<file path="src/sv/fac_pkg.sv">
// ----------------------------------------------------------------------------
// fac_pkg
// Shared types and constants for the frame average color fade core.
// ----------------------------------------------------------------------------
`default_nettype none

package fac_pkg;

   localparam int CHAN_W    = 8;
   localparam int CSR_W     = 13;
   localparam int CSR_IDX_W = 2;
   localparam int SKIP_W    = 8;

   localparam logic [CSR_IDX_W-1:0] CSR_FRAME_WIDTH  = 2'd0;
   localparam logic [CSR_IDX_W-1:0] CSR_FRAME_HEIGHT = 2'd1;
   localparam logic [CSR_IDX_W-1:0] CSR_SKIP_AMOUNT  = 2'd2;

   localparam logic [CSR_W-1:0]  FRAME_WIDTH_RST  = 13'd640;
   localparam logic [CSR_W-1:0]  FRAME_HEIGHT_RST = 13'd480;
   localparam logic [SKIP_W-1:0] SKIP_AMOUNT_RST  = 8'd15;

   localparam int AVG_BITS = 8;

   typedef struct packed {
      logic [CHAN_W-1:0] red;
      logic [CHAN_W-1:0] green;
      logic [CHAN_W-1:0] blue;
      logic              first_pixel;
   } pixel_type;

   typedef struct packed {
      logic [CHAN_W-1:0] out_red;
      logic [CHAN_W-1:0] out_green;
      logic [CHAN_W-1:0] out_blue;
      logic              last_step;
   } color_type;

   typedef struct packed {
      logic       pixel;
      logic       recalc_init;
      logic       recalc_step;
      logic       avg_step;
      logic       diff_step;
      logic       ramp_step;
      logic       ramp_last;
   } dp_cmd_type;

   typedef struct packed {
      logic frame_end;
      logic skip_written;
   } dp_stat_type;

   typedef enum logic [4:0] {
      ST_IDLE   = 5'b00001,
      ST_RECALC = 5'b00010,
      ST_AVG    = 5'b00100,
      ST_DIFF   = 5'b01000,
      ST_RAMP   = 5'b10000
   } ctrl_state_type;

endpackage

`default_nettype wire

</file>
<file path="src/sv/frame_average_color_fade_core.sv">
// ----------------------------------------------------------------------------
// frame_average_color_fade_core
// Subsampled per-frame average color with a linear fade toward it.
// ----------------------------------------------------------------------------
// Pixels come in raster order on req_pixel and are taken at a clock edge
// where start is high and busy is low, so pixels stream at one per cycle
// while busy stays low. The item that closes a frame starts the frame-end
// work, with busy high throughout: a shift-subtract average divide, a step
// dividing each color delta by RAMP_STEPS, then one fade color per cycle.
// Fade colors show on rsp_color with rsp_valid high for one cycle each; the
// last one carries last_step. The receiver cannot stall, every result is
// taken in the cycle it is shown. csr_we writes frame_width, frame_height
// or skip_amount with no wait. After a skip_amount write the sampling
// phases are recomputed from the current column and row, busy high
// meanwhile. Reset (synchronous) restores the register defaults, clears
// counters and sums and sets the current color to black.
// ----------------------------------------------------------------------------
`default_nettype none

module frame_average_color_fade_core #(
   parameter int MAX_DIM    = 4096,
   parameter int RAMP_STEPS = 60
) (
   input  wire logic                          clock,
   input  wire logic                          reset,
   input  wire logic                          start,
   output logic                               busy,
   input  wire fac_pkg::pixel_type            req_pixel,
   input  wire logic                          csr_we,
   input  wire logic [fac_pkg::CSR_IDX_W-1:0] csr_index,
   input  wire logic [fac_pkg::CSR_W-1:0]     csr_wdata,
   output logic                               rsp_valid,
   output fac_pkg::color_type                 rsp_color
);
   import fac_pkg::*;

   dp_cmd_type  cmd;
   dp_stat_type stat;

   fac_ctrl #(
      .MAX_DIM    (MAX_DIM),
      .RAMP_STEPS (RAMP_STEPS)
   ) u_ctrl (
      .clock (clock),
      .reset (reset),
      .start (start),
      .busy  (busy),
      .stat  (stat),
      .cmd   (cmd)
   );

   fac_dp #(
      .MAX_DIM    (MAX_DIM),
      .RAMP_STEPS (RAMP_STEPS)
   ) u_dp (
      .clock     (clock),
      .reset     (reset),
      .csr_we    (csr_we),
      .csr_index (csr_index),
      .csr_wdata (csr_wdata),
      .req_pixel (req_pixel),
      .cmd       (cmd),
      .stat      (stat),
      .rsp_valid (rsp_valid),
      .rsp_color (rsp_color)
   );

endmodule

`default_nettype wire

</file>
<file path="src/sv/fac_ctrl.sv">
// ----------------------------------------------------------------------------
// fac_ctrl
// Sequencer: pixel accept, phase recompute, average divide, fade step
// divide and fade ramp output.
// ----------------------------------------------------------------------------
`default_nettype none

module fac_ctrl #(
   parameter int MAX_DIM    = 4096,
   parameter int RAMP_STEPS = 60
) (
   input  wire logic                 clock,
   input  wire logic                 reset,
   input  wire logic                 start,
   output logic                      busy,
   input  wire fac_pkg::dp_stat_type stat,
   output fac_pkg::dp_cmd_type       cmd
);
   import fac_pkg::*;

   localparam int CNT_W  = $clog2(MAX_DIM);
   localparam int IT_A   = (CNT_W > AVG_BITS) ? CNT_W : AVG_BITS;
   localparam int IT_MAX = (RAMP_STEPS > IT_A) ? RAMP_STEPS : IT_A;
   localparam int IT_W   = $clog2(IT_MAX);

   localparam logic [IT_W-1:0] REC_LAST  = IT_W'(CNT_W - 1);
   localparam logic [IT_W-1:0] DIV_LAST  = IT_W'(AVG_BITS - 1);
   localparam logic [IT_W-1:0] RAMP_LAST = IT_W'(RAMP_STEPS - 1);

   ctrl_state_type  state_ff, state_in;
   logic [IT_W-1:0] iter_ff, iter_in;
   logic            dirty_ff, dirty_in;
   logic            accept;

   assign busy   = (state_ff != ST_IDLE) || dirty_ff;
   assign accept = start && !busy;

   always_comb begin
      cmd      = '0;
      state_in = state_ff;
      iter_in  = iter_ff;
      dirty_in = dirty_ff || stat.skip_written;
      case (state_ff)
         ST_IDLE: begin
            if (dirty_ff) begin
               cmd.recalc_init = 1'b1;
               state_in        = ST_RECALC;
               iter_in         = '0;
               dirty_in        = stat.skip_written;
            end else if (accept) begin
               cmd.pixel = 1'b1;
               if (stat.frame_end) begin
                  state_in = ST_AVG;
                  iter_in  = '0;
               end
            end
         end
         ST_RECALC: begin
            cmd.recalc_step = 1'b1;
            iter_in         = iter_ff + IT_W'(1);
            if (iter_ff == REC_LAST) begin
               state_in = ST_IDLE;
               iter_in  = '0;
            end
         end
         ST_AVG: begin
            cmd.avg_step = 1'b1;
            iter_in      = iter_ff + IT_W'(1);
            if (iter_ff == DIV_LAST) begin
               state_in = ST_DIFF;
               iter_in  = '0;
            end
         end
         ST_DIFF: begin
            cmd.diff_step = 1'b1;
            state_in      = ST_RAMP;
            iter_in       = '0;
         end
         ST_RAMP: begin
            cmd.ramp_step = 1'b1;
            iter_in       = iter_ff + IT_W'(1);
            if (iter_ff == RAMP_LAST) begin
               cmd.ramp_last = 1'b1;
               state_in      = ST_IDLE;
               iter_in       = '0;
            end
         end
         default: begin
            state_in = ST_IDLE;
            iter_in  = '0;
         end
      endcase
   end

   always_ff @(posedge clock) begin
      if (reset) begin
         state_ff <= ST_IDLE;
         iter_ff  <= '0;
         dirty_ff <= 1'b0;
      end else begin
         state_ff <= state_in;
         iter_ff  <= iter_in;
         dirty_ff <= dirty_in;
      end
   end

   a_avg_from_frame_end: assert property (@(posedge clock) disable iff (reset)
      $rose(state_ff == ST_AVG) |-> $past(accept && stat.frame_end))
      else $error("divide started without a frame end item");

   a_diff_one_cycle: assert property (@(posedge clock) disable iff (reset)
      (state_ff == ST_DIFF) |=> (state_ff == ST_RAMP))
      else $error("delta divide did not hand over to the fade ramp");

   a_ramp_ends_idle: assert property (@(posedge clock) disable iff (reset)
      (state_ff == ST_RAMP && iter_ff == RAMP_LAST) |=> (state_ff == ST_IDLE))
      else $error("fade ramp did not finish after its last step");

endmodule

`default_nettype wire

</file>
<file path="src/sv/fac_dp.sv">
// ----------------------------------------------------------------------------
// fac_dp
// Datapath: config registers, raster counters, channel sums, shift-subtract
// dividers and the incremental fade ramp.
// ----------------------------------------------------------------------------
`default_nettype none

module fac_dp #(
   parameter int MAX_DIM    = 4096,
   parameter int RAMP_STEPS = 60
) (
   input  wire logic                               clock,
   input  wire logic                               reset,
   input  wire logic                               csr_we,
   input  wire logic [fac_pkg::CSR_IDX_W-1:0]      csr_index,
   input  wire logic [fac_pkg::CSR_W-1:0]          csr_wdata,
   input  wire fac_pkg::pixel_type                 req_pixel,
   input  wire fac_pkg::dp_cmd_type                cmd,
   output fac_pkg::dp_stat_type                    stat,
   output logic                                    rsp_valid,
   output fac_pkg::color_type                      rsp_color
);
   import fac_pkg::*;

   localparam int CNT_W  = $clog2(MAX_DIM);
   localparam int DIM_W  = CNT_W + 1;
   localparam int SCNT_W = 2 * CNT_W + 1;
   localparam int SUM_W  = SCNT_W + AVG_BITS - 1;
   localparam int RW     = $clog2(RAMP_STEPS + 1);

   // reciprocal of RAMP_STEPS, exact for every 8-bit delta
   localparam int RCP_S  = CHAN_W + $clog2(RAMP_STEPS);
   localparam int PROD_W = RCP_S + CHAN_W;
   localparam logic [CHAN_W:0] RCP_M =
      (CHAN_W + 1)'(((1 << RCP_S) + RAMP_STEPS - 1) / RAMP_STEPS);

   localparam logic [CSR_W-1:0] MAX_DIM_C = CSR_W'(MAX_DIM);
   localparam logic [RW:0]      RAMP_C    = (RW + 1)'(RAMP_STEPS);

   // config
   logic [CSR_W-1:0]  width_ff, height_ff;
   logic [SKIP_W-1:0] skip_ff;

   // raster tracking and sums
   logic [CNT_W-1:0]  col_ff, col_in, row_ff, row_in;
   logic [SKIP_W-1:0] cph_ff, cph_in, rph_ff, rph_in;
   logic [CNT_W-1:0]  col_sh_ff, col_sh_in, row_sh_ff, row_sh_in;
   logic [SUM_W-1:0]  sum_ff [3];
   logic [SUM_W-1:0]  sum_in [3];
   logic [SCNT_W-1:0] cnt_ff, cnt_in;

   // dividers and ramp
   logic [SUM_W-1:0]  rem_ff [3];
   logic [SUM_W-1:0]  rem_in [3];
   logic [SUM_W-1:0]  div_ff, div_in;
   logic              cnt_zero_ff, cnt_zero_in;
   logic [CHAN_W-1:0] avg_ff [3];
   logic [CHAN_W-1:0] avg_in [3];
   logic [CHAN_W-1:0] cur_ff [3];
   logic [CHAN_W-1:0] cur_in [3];
   logic [RW-1:0]     drem_ff [3];
   logic [RW-1:0]     drem_in [3];
   logic [CHAN_W-1:0] dq_ff [3];
   logic [CHAN_W-1:0] dq_in [3];
   logic [RW-1:0]     r_ff [3];
   logic [RW-1:0]     r_in [3];
   logic [CHAN_W-1:0] q_ff [3];
   logic [CHAN_W-1:0] q_in [3];
   logic [CHAN_W-1:0] val [3];
   logic              rsp_valid_ff;
   color_type         rsp_color_ff, rsp_color_in;

   // pixel path
   logic [CSR_W-1:0]  w_clamp, h_clamp;
   logic [DIM_W-1:0]  w_eff, h_eff;
   logic [CNT_W-1:0]  col_cur, row_cur;
   logic [SKIP_W-1:0] cph_cur, rph_cur, cph_nx, rph_nx;
   logic [SUM_W-1:0]  sum_nx [3];
   logic [SCNT_W-1:0] cnt_cur, cnt_nx;
   logic [CHAN_W-1:0] px [3];
   logic              sampled, row_end, frame_end;

   // phase recompute
   logic [SKIP_W:0]   step9, ct, rt;

   always_comb begin
      w_clamp = (width_ff == '0) ? CSR_W'(1) :
                (width_ff > MAX_DIM_C) ? MAX_DIM_C : width_ff;
      h_clamp = (height_ff == '0) ? CSR_W'(1) :
                (height_ff > MAX_DIM_C) ? MAX_DIM_C : height_ff;
      w_eff   = w_clamp[DIM_W-1:0];
      h_eff   = h_clamp[DIM_W-1:0];

      px[0] = req_pixel.red;
      px[1] = req_pixel.green;
      px[2] = req_pixel.blue;

      col_cur = req_pixel.first_pixel ? '0 : col_ff;
      row_cur = req_pixel.first_pixel ? '0 : row_ff;
      cph_cur = req_pixel.first_pixel ? '0 : cph_ff;
      rph_cur = req_pixel.first_pixel ? '0 : rph_ff;
      cnt_cur = req_pixel.first_pixel ? '0 : cnt_ff;
      sampled = (cph_cur == '0) && (rph_cur == '0);
      for (int i = 0; i < 3; i++) begin
         sum_nx[i] = (req_pixel.first_pixel ? '0 : sum_ff[i]) +
                     (sampled ? SUM_W'(px[i]) : '0);
      end
      cnt_nx = cnt_cur + SCNT_W'(sampled);

      row_end   = ({1'b0, col_cur} + DIM_W'(1)) >= w_eff;
      frame_end = row_end && (({1'b0, row_cur} + DIM_W'(1)) >= h_eff);
      cph_nx    = (cph_cur == skip_ff) ? '0 : cph_cur + SKIP_W'(1);
      rph_nx    = (rph_cur == skip_ff) ? '0 : rph_cur + SKIP_W'(1);

      step9 = {1'b0, skip_ff} + (SKIP_W + 1)'(1);
      ct    = {cph_ff, col_sh_ff[CNT_W-1]};
      rt    = {rph_ff, row_sh_ff[CNT_W-1]};
   end

   assign stat.frame_end    = frame_end;
   assign stat.skip_written = csr_we && (csr_index == CSR_SKIP_AMOUNT);

   // counters, sums and phases
   always_comb begin
      col_in    = col_ff;
      row_in    = row_ff;
      cph_in    = cph_ff;
      rph_in    = rph_ff;
      col_sh_in = col_sh_ff;
      row_sh_in = row_sh_ff;
      cnt_in    = cnt_ff;
      sum_in    = sum_ff;
      if (cmd.pixel) begin
         if (frame_end) begin
            col_in = '0;
            row_in = '0;
            cph_in = '0;
            rph_in = '0;
            cnt_in = '0;
            for (int i = 0; i < 3; i++) sum_in[i] = '0;
         end else begin
            cnt_in = cnt_nx;
            sum_in = sum_nx;
            if (row_end) begin
               col_in = '0;
               row_in = row_cur + CNT_W'(1);
               cph_in = '0;
               rph_in = rph_nx;
            end else begin
               col_in = col_cur + CNT_W'(1);
               row_in = row_cur;
               cph_in = cph_nx;
               rph_in = rph_cur;
            end
         end
      end else if (cmd.recalc_init) begin
         col_sh_in = col_ff;
         row_sh_in = row_ff;
         cph_in    = '0;
         rph_in    = '0;
      end else if (cmd.recalc_step) begin
         col_sh_in = col_sh_ff << 1;
         row_sh_in = row_sh_ff << 1;
         cph_in    = (ct >= step9) ? SKIP_W'(ct - step9) : ct[SKIP_W-1:0];
         rph_in    = (rt >= step9) ? SKIP_W'(rt - step9) : rt[SKIP_W-1:0];
      end
   end

   // average divide, fade step divide, ramp
   always_comb begin
      logic              ge;
      logic [CHAN_W-1:0] absd;
      logic              neg;
      logic [PROD_W-1:0] prod;
      logic [CHAN_W-1:0] quo;
      logic [RW:0]       rs;
      logic              c;
      ge           = 1'b0;
      rs           = '0;
      c            = 1'b0;
      rem_in       = rem_ff;
      div_in       = div_ff;
      cnt_zero_in  = cnt_zero_ff;
      avg_in       = avg_ff;
      cur_in       = cur_ff;
      drem_in      = drem_ff;
      dq_in        = dq_ff;
      r_in         = r_ff;
      q_in         = q_ff;
      rsp_color_in = rsp_color_ff;
      for (int i = 0; i < 3; i++) val[i] = cur_ff[i];

      if (cmd.pixel && frame_end) begin
         rem_in      = sum_nx;
         div_in      = {cnt_nx, {(AVG_BITS - 1){1'b0}}};
         cnt_zero_in = (cnt_nx == '0);
         for (int i = 0; i < 3; i++) begin
            drem_in[i] = '0;
            r_in[i]    = '0;
            q_in[i]    = '0;
         end
      end

      if (cmd.avg_step) begin
         div_in = div_ff >> 1;
         for (int i = 0; i < 3; i++) begin
            ge        = rem_ff[i] >= div_ff;
            rem_in[i] = ge ? rem_ff[i] - div_ff : rem_ff[i];
            avg_in[i] = {avg_ff[i][CHAN_W-2:0], ge && !cnt_zero_ff};
         end
      end

      for (int i = 0; i < 3; i++) begin
         neg  = avg_ff[i] < cur_ff[i];
         absd = neg ? cur_ff[i] - avg_ff[i] : avg_ff[i] - cur_ff[i];
         prod = PROD_W'(absd) * PROD_W'(RCP_M);
         quo  = prod[RCP_S +: CHAN_W];
         if (cmd.diff_step) begin
            dq_in[i]   = quo;
            drem_in[i] = RW'(absd - CHAN_W'(quo * RAMP_STEPS));
         end
         if (cmd.ramp_step) begin
            rs      = {1'b0, r_ff[i]} + {1'b0, drem_ff[i]};
            c       = rs >= RAMP_C;
            r_in[i] = c ? RW'(rs - RAMP_C) : rs[RW-1:0];
            q_in[i] = q_ff[i] + dq_ff[i] + CHAN_W'(c);
            val[i]  = neg ? cur_ff[i] - q_in[i] : cur_ff[i] + q_in[i];
            if (cmd.ramp_last) cur_in[i] = avg_ff[i];
         end
      end

      if (cmd.ramp_step) begin
         rsp_color_in.out_red   = val[0];
         rsp_color_in.out_green = val[1];
         rsp_color_in.out_blue  = val[2];
         rsp_color_in.last_step = cmd.ramp_last;
      end
   end

   always_ff @(posedge clock) begin
      if (reset) begin
         width_ff     <= FRAME_WIDTH_RST;
         height_ff    <= FRAME_HEIGHT_RST;
         skip_ff      <= SKIP_AMOUNT_RST;
         col_ff       <= '0;
         row_ff       <= '0;
         cph_ff       <= '0;
         rph_ff       <= '0;
         cnt_ff       <= '0;
         rsp_valid_ff <= 1'b0;
         for (int i = 0; i < 3; i++) begin
            sum_ff[i] <= '0;
            cur_ff[i] <= '0;
         end
      end else begin
         if (csr_we) begin
            case (csr_index)
               CSR_FRAME_WIDTH:  width_ff  <= csr_wdata;
               CSR_FRAME_HEIGHT: height_ff <= csr_wdata;
               CSR_SKIP_AMOUNT:  skip_ff   <= csr_wdata[SKIP_W-1:0];
               default: begin
               end
            endcase
         end
         col_ff       <= col_in;
         row_ff       <= row_in;
         cph_ff       <= cph_in;
         rph_ff       <= rph_in;
         cnt_ff       <= cnt_in;
         rsp_valid_ff <= cmd.ramp_step;
         sum_ff       <= sum_in;
         cur_ff       <= cur_in;
      end
   end

   always_ff @(posedge clock) begin
      col_sh_ff    <= col_sh_in;
      row_sh_ff    <= row_sh_in;
      rem_ff       <= rem_in;
      div_ff       <= div_in;
      cnt_zero_ff  <= cnt_zero_in;
      avg_ff       <= avg_in;
      drem_ff      <= drem_in;
      dq_ff        <= dq_in;
      r_ff         <= r_in;
      q_ff         <= q_in;
      rsp_color_ff <= rsp_color_in;
   end

   assign rsp_valid = rsp_valid_ff;
   assign rsp_color = rsp_color_ff;

   a_rsp_from_ramp: assert property (@(posedge clock) disable iff (reset)
      rsp_valid_ff |-> $past(cmd.ramp_step))
      else $error("result item without a ramp step");

   a_last_ends_run: assert property (@(posedge clock) disable iff (reset)
      (rsp_valid_ff && rsp_color_ff.last_step) |=> !rsp_valid_ff)
      else $error("result item after the last fade step");

   a_frame_end_clears: assert property (@(posedge clock) disable iff (reset)
      (cmd.pixel && frame_end) |=> (cnt_ff == '0 && col_ff == '0 && row_ff == '0))
      else $error("frame state not cleared at frame end");

endmodule

`default_nettype wire
</file>
<file path="config.mk">
export PLATFORM = sky130hd
export DESIGN_NAME = frame_average_color_fade_core
export DESIGN_NICKNAME = d
export VERILOG_FILES = /design/src/sv/fac_pkg.sv /design/src/sv/frame_average_color_fade_core.sv /design/src/sv/fac_ctrl.sv /design/src/sv/fac_dp.sv
export SDC_FILE = /design/constraint.sdc
export NUM_CORES = 2
export LEC_CHECK = 0
export ABC_AREA = 1
export BUFFER_PORTS_ARGS = -buffer_cell sky130_fd_sc_hd__buf_2
export CAP_MARGIN = 10
export CELL_PAD_IN_SITES_DETAIL_PLACEMENT = 1
export CELL_PAD_IN_SITES_GLOBAL_PLACEMENT = 2
export CORE_UTILIZATION = 37
export CTS_CLUSTER_SIZE = 16
export DETAILED_ROUTE_END_ITERATION = 16
export GPL_TIMING_DRIVEN = 1
export PLACE_DENSITY_LB_ADDON = 0.1
export SLEW_MARGIN = 5
export SYNTH_ARGS = -nofsm -noshare
export SYNTH_HDL_FRONTEND = slang
export SYNTH_HIERARCHICAL = 1
export SYNTH_SLANG_ARGS = --single-unit
</file>
<file path="constraint.sdc">
create_clock -name clock -period 7.9 [get_ports clock]
set_input_delay 1.975 -clock clock [delete_from_list [all_inputs] [get_ports clock]]
set_output_delay 1.975 -clock clock [all_outputs]
set_load 0.03 [all_outputs]
</file>
; Yosys cells after proc, flatten, opt, wreduce, memory -nomap -nowiden
; Cells that the tools add are included.
[op_classes]
eq_ne = 21
mul = 6
mux = 91
n_reduce_logical = 33
magnitude_cmp = 15
n_addsub = 44
bitwise = 1
[op_table]
columns = cell, count
row1 = $mux W96, 3
row2 = $mux W8, 28
row3 = $mux W32, 6
row4 = $mux W12, 10
row5 = $add A32 B32 Y32, 3
row6 = $ge A32 B32 Y1, 3
row7 = $sub A32 B32 Y32, 3
row8 = $mux W6, 15
row9 = $sub A8 B8 Y8, 11
row10 = $mux W31, 2
row11 = $mux W13, 4
row12 = $mux W25, 2
row13 = $mul A8 B8 Y16 const B, 3
row14 = $mux W5, 6
row15 = $add A12 B1 Y13 const B, 2
row16 = $ge A13 B13 Y1, 2
row17 = $gt A13 B13 Y1 const B, 2
row18 = $logic_not A13 Y1, 2
row19 = $add A25 B1 Y25, 1
row20 = $logic_not A25 Y1, 1
row21 = $pmux W5 S5, 1
row22 = $add A12 B1 Y12 const B, 2
row23 = $add A8 B1 Y8, 3
row24 = $add A8 B3 Y8, 3
row25 = other kinds (40), 93
[word_totals]
out_inout_bits = 27
inputBits = 44
wordCells = 256
ff_bits = 503

; Logic depth before layout (Yosys ltp)
[depth]
ltp_word = 10
mapped_depth = 39
ltp_nobuf = 39

; Hierarchy
; Netlist, hierarchy kept.
[modules_own_cells]
columns = module, seq_area_each_um2, area_each_um2, instances, cells_each
row1 = fac_dp, 12532.0, 40019.6, 1, 5784
row2 = fac_ctrl, 240.2, 749.5, 1, 117

; Least setup slack after synthesis
; No wires, ideal clock.
[synth_path]
kind = input port to flip-flop
start = in req_pixel[0] (netlist name)
end = reg u_dp/q_ff[0] (netlist name), enable pin
stages = 21
path_slack_ns = 1.874
t_required_ns = 7.500
n_path_buf = 2
arrival_time_ns = 5.626
setup_ns = 0.400
path_cell_list = buf_4 -> buf_6 -> nor2_2 -> ha_1 -> nand3_1 -> nor2_1 -> nand2_1 -> nor3_1 -> nand2_1 -> xor2_1 -> ha_1 -> nand2_1 -> nor2_2 -> inv_1 -> nor2_1 -> nand2_2 -> nand3_4 -> nand2_4 -> nor2_1 -> inv_1 -> nand2_1
[synth_between]
elab_chain_len = 6
word_cells_on_any_way = 9
classes_between = 2 x add/sub / 2 x order compare / 2 x mux / 3 x reduce/logical
[synth_rtl]
columns = item, line
row1 = start: declaration, frame_average_color_fade_core.sv:28  ; input wire fac_pkg::pixel_type req_pixel,
row2 = $mux W12 (on tied branches), "fac_dp.sv:98, fac_dp.sv:99"
row3 = $add A12 B1 Y13 (on tied branches), "fac_dp.sv:110, fac_dp.sv:111"
row4 = $ge A13 B13 Y1 (on tied branches), "fac_dp.sv:110, fac_dp.sv:111"
row5 = $logic_and A1 B1 Y1 (*), fac_dp.sv:111  ; frame_end = row_end && (({1'b0, row_cur} + DIM_W'(1)) >= h_eff);
row6 = $logic_and A1 B1 Y1 (*), fac_dp.sv:193  ; if (cmd.pixel && frame_end) begin
row7 = $reduce_bool A2 Y1 (no line) (*), n/a
row8 = end signal: assignment, fac_dp.sv:286  ; q_ff <= q_in;
row9 = end: declaration, fac_dp.sv:67  ; logic [CHAN_W-1:0] q_ff [3];
; Every way passes the cells marked *; elsewhere a longest branch is shown, timed or not.
; A chain may end at the register's enable or synchronous reset.

; Worst setup path after layout
[layout_path]
start = reg u_dp/avg_ff[16] (netlist name)
end = reg u_dp/drem_ff[17] (netlist name) (data pin)
[layout_between]
elab_chain_len = 6
word_cells_on_any_way = 8
classes_between = 3 x add/sub / 2 x mul / 1 x order compare / 2 x mux
[layout_rtl]
columns = item, line
row1 = start: declaration, fac_dp.sv:57  ; logic [CHAN_W-1:0] avg_ff [3];
row2 = start signal: assignment, fac_dp.sv:282  ; avg_ff <= avg_in;
row3 = $sub A8 B8 Y8 or $lt A8 B8 Y1 (tied branches), "fac_dp.sv:215, fac_dp.sv:214"
row4 = $mux W8 (*), fac_dp.sv:215  ; absd = neg ? cur_ff[i] - avg_ff[i] : avg_ff[i] - cur_ff[i];
row5 = $mul A8 B8 Y16, fac_dp.sv:216  ; prod = PROD_W'(absd) * PROD_W'(RCP_M);
row6 = $mul A3 B4 Y4, fac_dp.sv:220  ; drem_in[i] = RW'(absd - CHAN_W'(quo * RAMP_STEPS));
row7 = $sub A6 B6 Y6 (*), fac_dp.sv:220
row8 = $mux W6 (*), fac_dp.sv:218  ; if (cmd.diff_step) begin
row9 = end signal: assignment, fac_dp.sv:283  ; drem_ff <= drem_in;
row10 = end: declaration, fac_dp.sv:61  ; logic [RW-1:0] drem_ff [3];
; Marked as above.

==> results list <==
* Run status: finished clean
- Number of placement rows: about 120
- Number of storage elements in the synthesis netlist: just over 500
- CP endpoint kind: register
- Worst hold path class: register to register
- FILL cells: approximately 14000
* X dimension of the die: between 300 and 400 um
- Share of the cycle needed by the critical path after routing: between 80% and 90%
- Pwr Total: around 9 mW
- Leakage power: 20.35 nW
- Maximum number of pins on one net before global-route repair: 109
- Final hold analysis gives a worst-case slack of roughly 0.46 ns.
* Unrepaired setup endpoints after global routing: false
* Area Growth Syn to Fin: 9.852%
- Share of the yosys chip area belonging to registers: roughly 31%
- When the netlist entered floorplanning its net count stood at 6347.
- Final Worst Setup Slack: a little under 0.9 ns
- Measured along the y axis, the die boundary spans approximately 330 um.
* Dominant combinational cell family by area after synthesis: simple AND/OR/NAND/NOR gates
- Ys Warns: 6
- Share of synthesized registers carrying an async set or reset: 0%
* Number of vias per cell: slightly above 5
- Total global routing track utilization: between 20 and 25%
- The worst register-to-register path begins at u_dp/avg_ff[16]$_DFFE_PP_.
* Inserted Clock Buffers: a little over 70
* Type of origin of the critical path: register
- The mapped netlist covers about 40000 um^2.
- Post-CTS timing repair inserted 0 buffers for setup.
* Avg Synthesized Cell Area: ~6.9 um^2
- The initial antenna violation count was 4.
- Clock root buffer: clkbuf_16
- After Yosys synthesis, full adders, half adders and majority gates account for 12.93% of the synthesized area.
- The repair_antennas step left the layout with diodes totalling 0.
- Max-capacitance violation count: 0
- The later pin in the worst-skew pair is clocked with a latency of 0.63 ns.
- The count of nets left with antenna violations once routing finished came out at 0.
- Ys flop type: edfxtp_1
- The die covers between 100000 and 150000 um^2.
- STA puts the critical path data required time at roughly 8.3 ns.
- Between clock sinks in the finished design, the worst skew comes to 0.01936 ns.
- Buffers inserted to repair hold after CTS numbered 0.
- The critical path is of the register to register type.
- Setup violations remaining at the end of the flow were counted as 0.
* Endpoint of the lowest-slack register-to-register path: u_dp/drem_ff[17]$_SDFFCE_PN0P_
- IR drop worst, VDD: 0.1381 mV
* Proportion of synthesized area in mux cells: 0%
- In this run, synthesis inferred between 200 and 300 flip-flops with an integrated enable.
- Global routing finished with a remaining overflow of 0.
- For this run, the slowest stage of the critical path takes slightly below 0.8 ns.
- # port buffers: 70
- Clock tree from TritonCTS: done
- Top fanout value on the critical path: 14
- Endpoint arrival time on the critical path: roughly 7.4 ns
- 1st-iter DRT viols: 1964
- The via count of the first global-routing pass came to between 30000 and 40000.
- For this configuration, the core starts out at a cell density of 37.40%.
* Core outline area: between 100000 and 150000 um^2
* Synth Area in Compound Gates: between 10% and 20%
- Post-CTS Resized: 0
- # IOs: 71
- Final layout net count: 6373
* DP Worst Slack: a little over 0.9 ns
- Routability cong.: 0.8695
* Tightest Pin Transition: 0.9831 ns
* Htree depth: 3
- Utilization after layout: between 40% and 50%
- The first global-routing pass estimated around 220000 um of wire.
- Number of distinct standard cells referenced by the synthesized netlist: 55
* Instance count of the mapped netlist: 5901
- Maximum buffer depth of the clock tree: 3
- Shortest clock period the worst path allows after layout: 7.034 ns
- The critical path starts at u_dp/avg_ff[16]$_DFFE_PP_.
* TNS Setup: 0 ns
- Via Count: between 30000 and 40000
- Pre-Repair DR Iteration Count: 5
- Among all stages on the critical path, the largest delay is contributed by a21oi_1.
* Avg WL per Cell: 18.68 um
- Share of final-layout standard cells stronger than drive strength 1: around 4.8%
- Reg2reg setup slack: 0.87 ns
- Maximum clock frequency: approximately 140 MHz
* Worst-path clk slew: ~0.060 ns
* Capture point of the worst path: u_dp/drem_ff[17]$_SDFFCE_PN0P_
* Total count of max-transition violations in the final report: 0
- For this run, design rule violations remaining after detail routing come to 0.
* Power density cells: 202.4 nW/um^2
* Post-Synth Simple-Gate Area: a little under a third
- The final-report hold violation count was 0.
- Sinks on the clock net: roughly 500
* FF-to-FF path depth: 31
* Final HPWL DP: around 110000 um
- Total detailed-routing wirelength: roughly 140000 um
- Counting stages on the worst path, the most repeated cell is ha_1.
* Slew Limit Headroom: between 30 and 40%
* Xor/xnor share of the synthesized area: under 10%
[worst max-delay path, delay by kind of cell (launching register included)]
kind                       cells  cell delay, ns
and+or+nand+nor                8            0.92
AOI/OAI and AO/OA              7            1.74
DFF                            1            0.42
buffers and inverters          5            0.38
adders and majority gates      9            2.86
xor gates and xnor gates       2            0.41
[state kept, by name, indices dropped and copies added, names as in the netlist, 18 cells and up]
register and cells:
u_dp/sum_ff 96, u_dp/cnt_ff 25, u_dp/rem_ff 96, u_dp/rsp_color 25, u_dp/div_ff 32, u_dp/q_ff 24, u_dp/r_ff 18, u_dp/cur_ff 24
u_dp/avg_ff 24, u_dp/drem_ff 18
[where the power goes]
group          internal, mW  switching, mW  total [mW]
Combinational         0.908           1.94        2.85
Clock                  1.94           1.29        3.24
Sequential             2.90         0.0759        2.98
[area by class of cell]
class                           count  area [um^2]  area share [%]
Sequential cell                   503        12770           28.52
Multi-Input combinational cell   4462        24350           54.37
Inverter                          790         2977           6.646
Clock buffer                       96         1964           4.386
Clock inverter                     33        340.3          0.7599
Tap cell                         1414         1769           3.950
Timing Repair Buffer               99        614.3           1.372
[cell usage in the layout (no fill, tap or decap), types with 72 or more instances in the layout]
cell / count
xor2_1: 146
dfxtp_1: 233
inv_1: 774
clkbuf_16: 74
nand4_1: 89
xnor2_1: 83
ha_1: 370
o21ai_0: 317
nand2_1: 1622
nor3_1: 72
nand3_1: 389
nor2_1: 643
edfxtp_1: 270
a21oi_1: 440
[kinds of logic after synthesis]
logic type / after synthesis
flops: 503
fa+ha+maj: 402
buf+inv: 936
compound gates: 853
xor+xnor: 229
simple gates: 2978
[how the worst min path moves through the flow]
stage / cells after the start / end / slack (ns) / start
final: 2 / u_dp/col_ff[2]$_SDFFE_PP0P_ / 0.46 / u_dp/col_ff[2]$_SDFFE_PP0P_
after global routing: 2 / u_dp/sum_ff[3]$_SDFFE_PP0P_ / 0.48 / u_dp/sum_ff[3]$_SDFFE_PP0P_
after CTS: 2 / u_dp/col_ff[2]$_SDFFE_PP0P_ / 0.47 / u_dp/col_ff[2]$_SDFFE_PP0P_
after detailed placement: 2 / u_dp/col_ff[2]$_SDFFE_PP0P_ / 0.46 / u_dp/col_ff[2]$_SDFFE_PP0P_
after global placement: 2 / u_dp/sum_ff[26]$_SDFFE_PP0P_ / 0.45 / u_dp/sum_ff[26]$_SDFFE_PP0P_
after floorplan: 2 / u_dp/height_ff[0]$_SDFFE_PP0P_ / 0.44 / u_dp/height_ff[0]$_SDFFE_PP0P_
[Yosys cell counts (5+ instances only)]
cell type	count	area share (%)
nor3_2	5	0.12
a21oi_1	441	5.4
edfxtp_1	270	20
nor2_2	19	0.29
inv_2	11	0.10
o21bai_1	20	0.37
buf_4	6	0.11
o21a_1	11	0.20
xnor2_1	83	1.8
buf_6	15	0.41
and3_1	9	0.14
o211ai_1	14	0.26
inv_1	776	7.1
nand2_1	1623	15
nand3_1	389	4.8
nor2_1	644	5.9
and2_1	10	0.15
buf_1	12	0.11
or2_2	19	0.29
nor4_1	16	0.25
ha_1	370	11
nand2_2	6	0.092
nand3b_1	55	1.0
fa_1	32	1.6
o21ai_0	317	3.9
nand4_1	89	1.4
dfxtp_1	233	11
o21ai_1	10	0.12
a21o_1	14	0.26
nor3_1	73	0.90
a31oi_1	10	0.15
clkbuf_1	90	0.83
buf_2	23	0.28
xor2_1	146	3.1
o22ai_1	6	0.092
[through the flow]
step           cell area, um^2  std cells
3_3_place_gp             42480       7268
2_1_floorplan            40770       5901
6_report                 44790       7397
4_1_cts                  44790       7397
3_5_place_dp             42480       7268
5_1_grt                  44790       7397
[layer usage]
layer	vias to the layer above	part of all wire [%]	GRT usage, %
met5	-	0	0
met4	0	2.5	6.451
met3	157	3.2	3.085
met2	484	47	41.89
met1	18300	47	32.59
li1	19330	-	-
(Power assumes the default switching activity.)
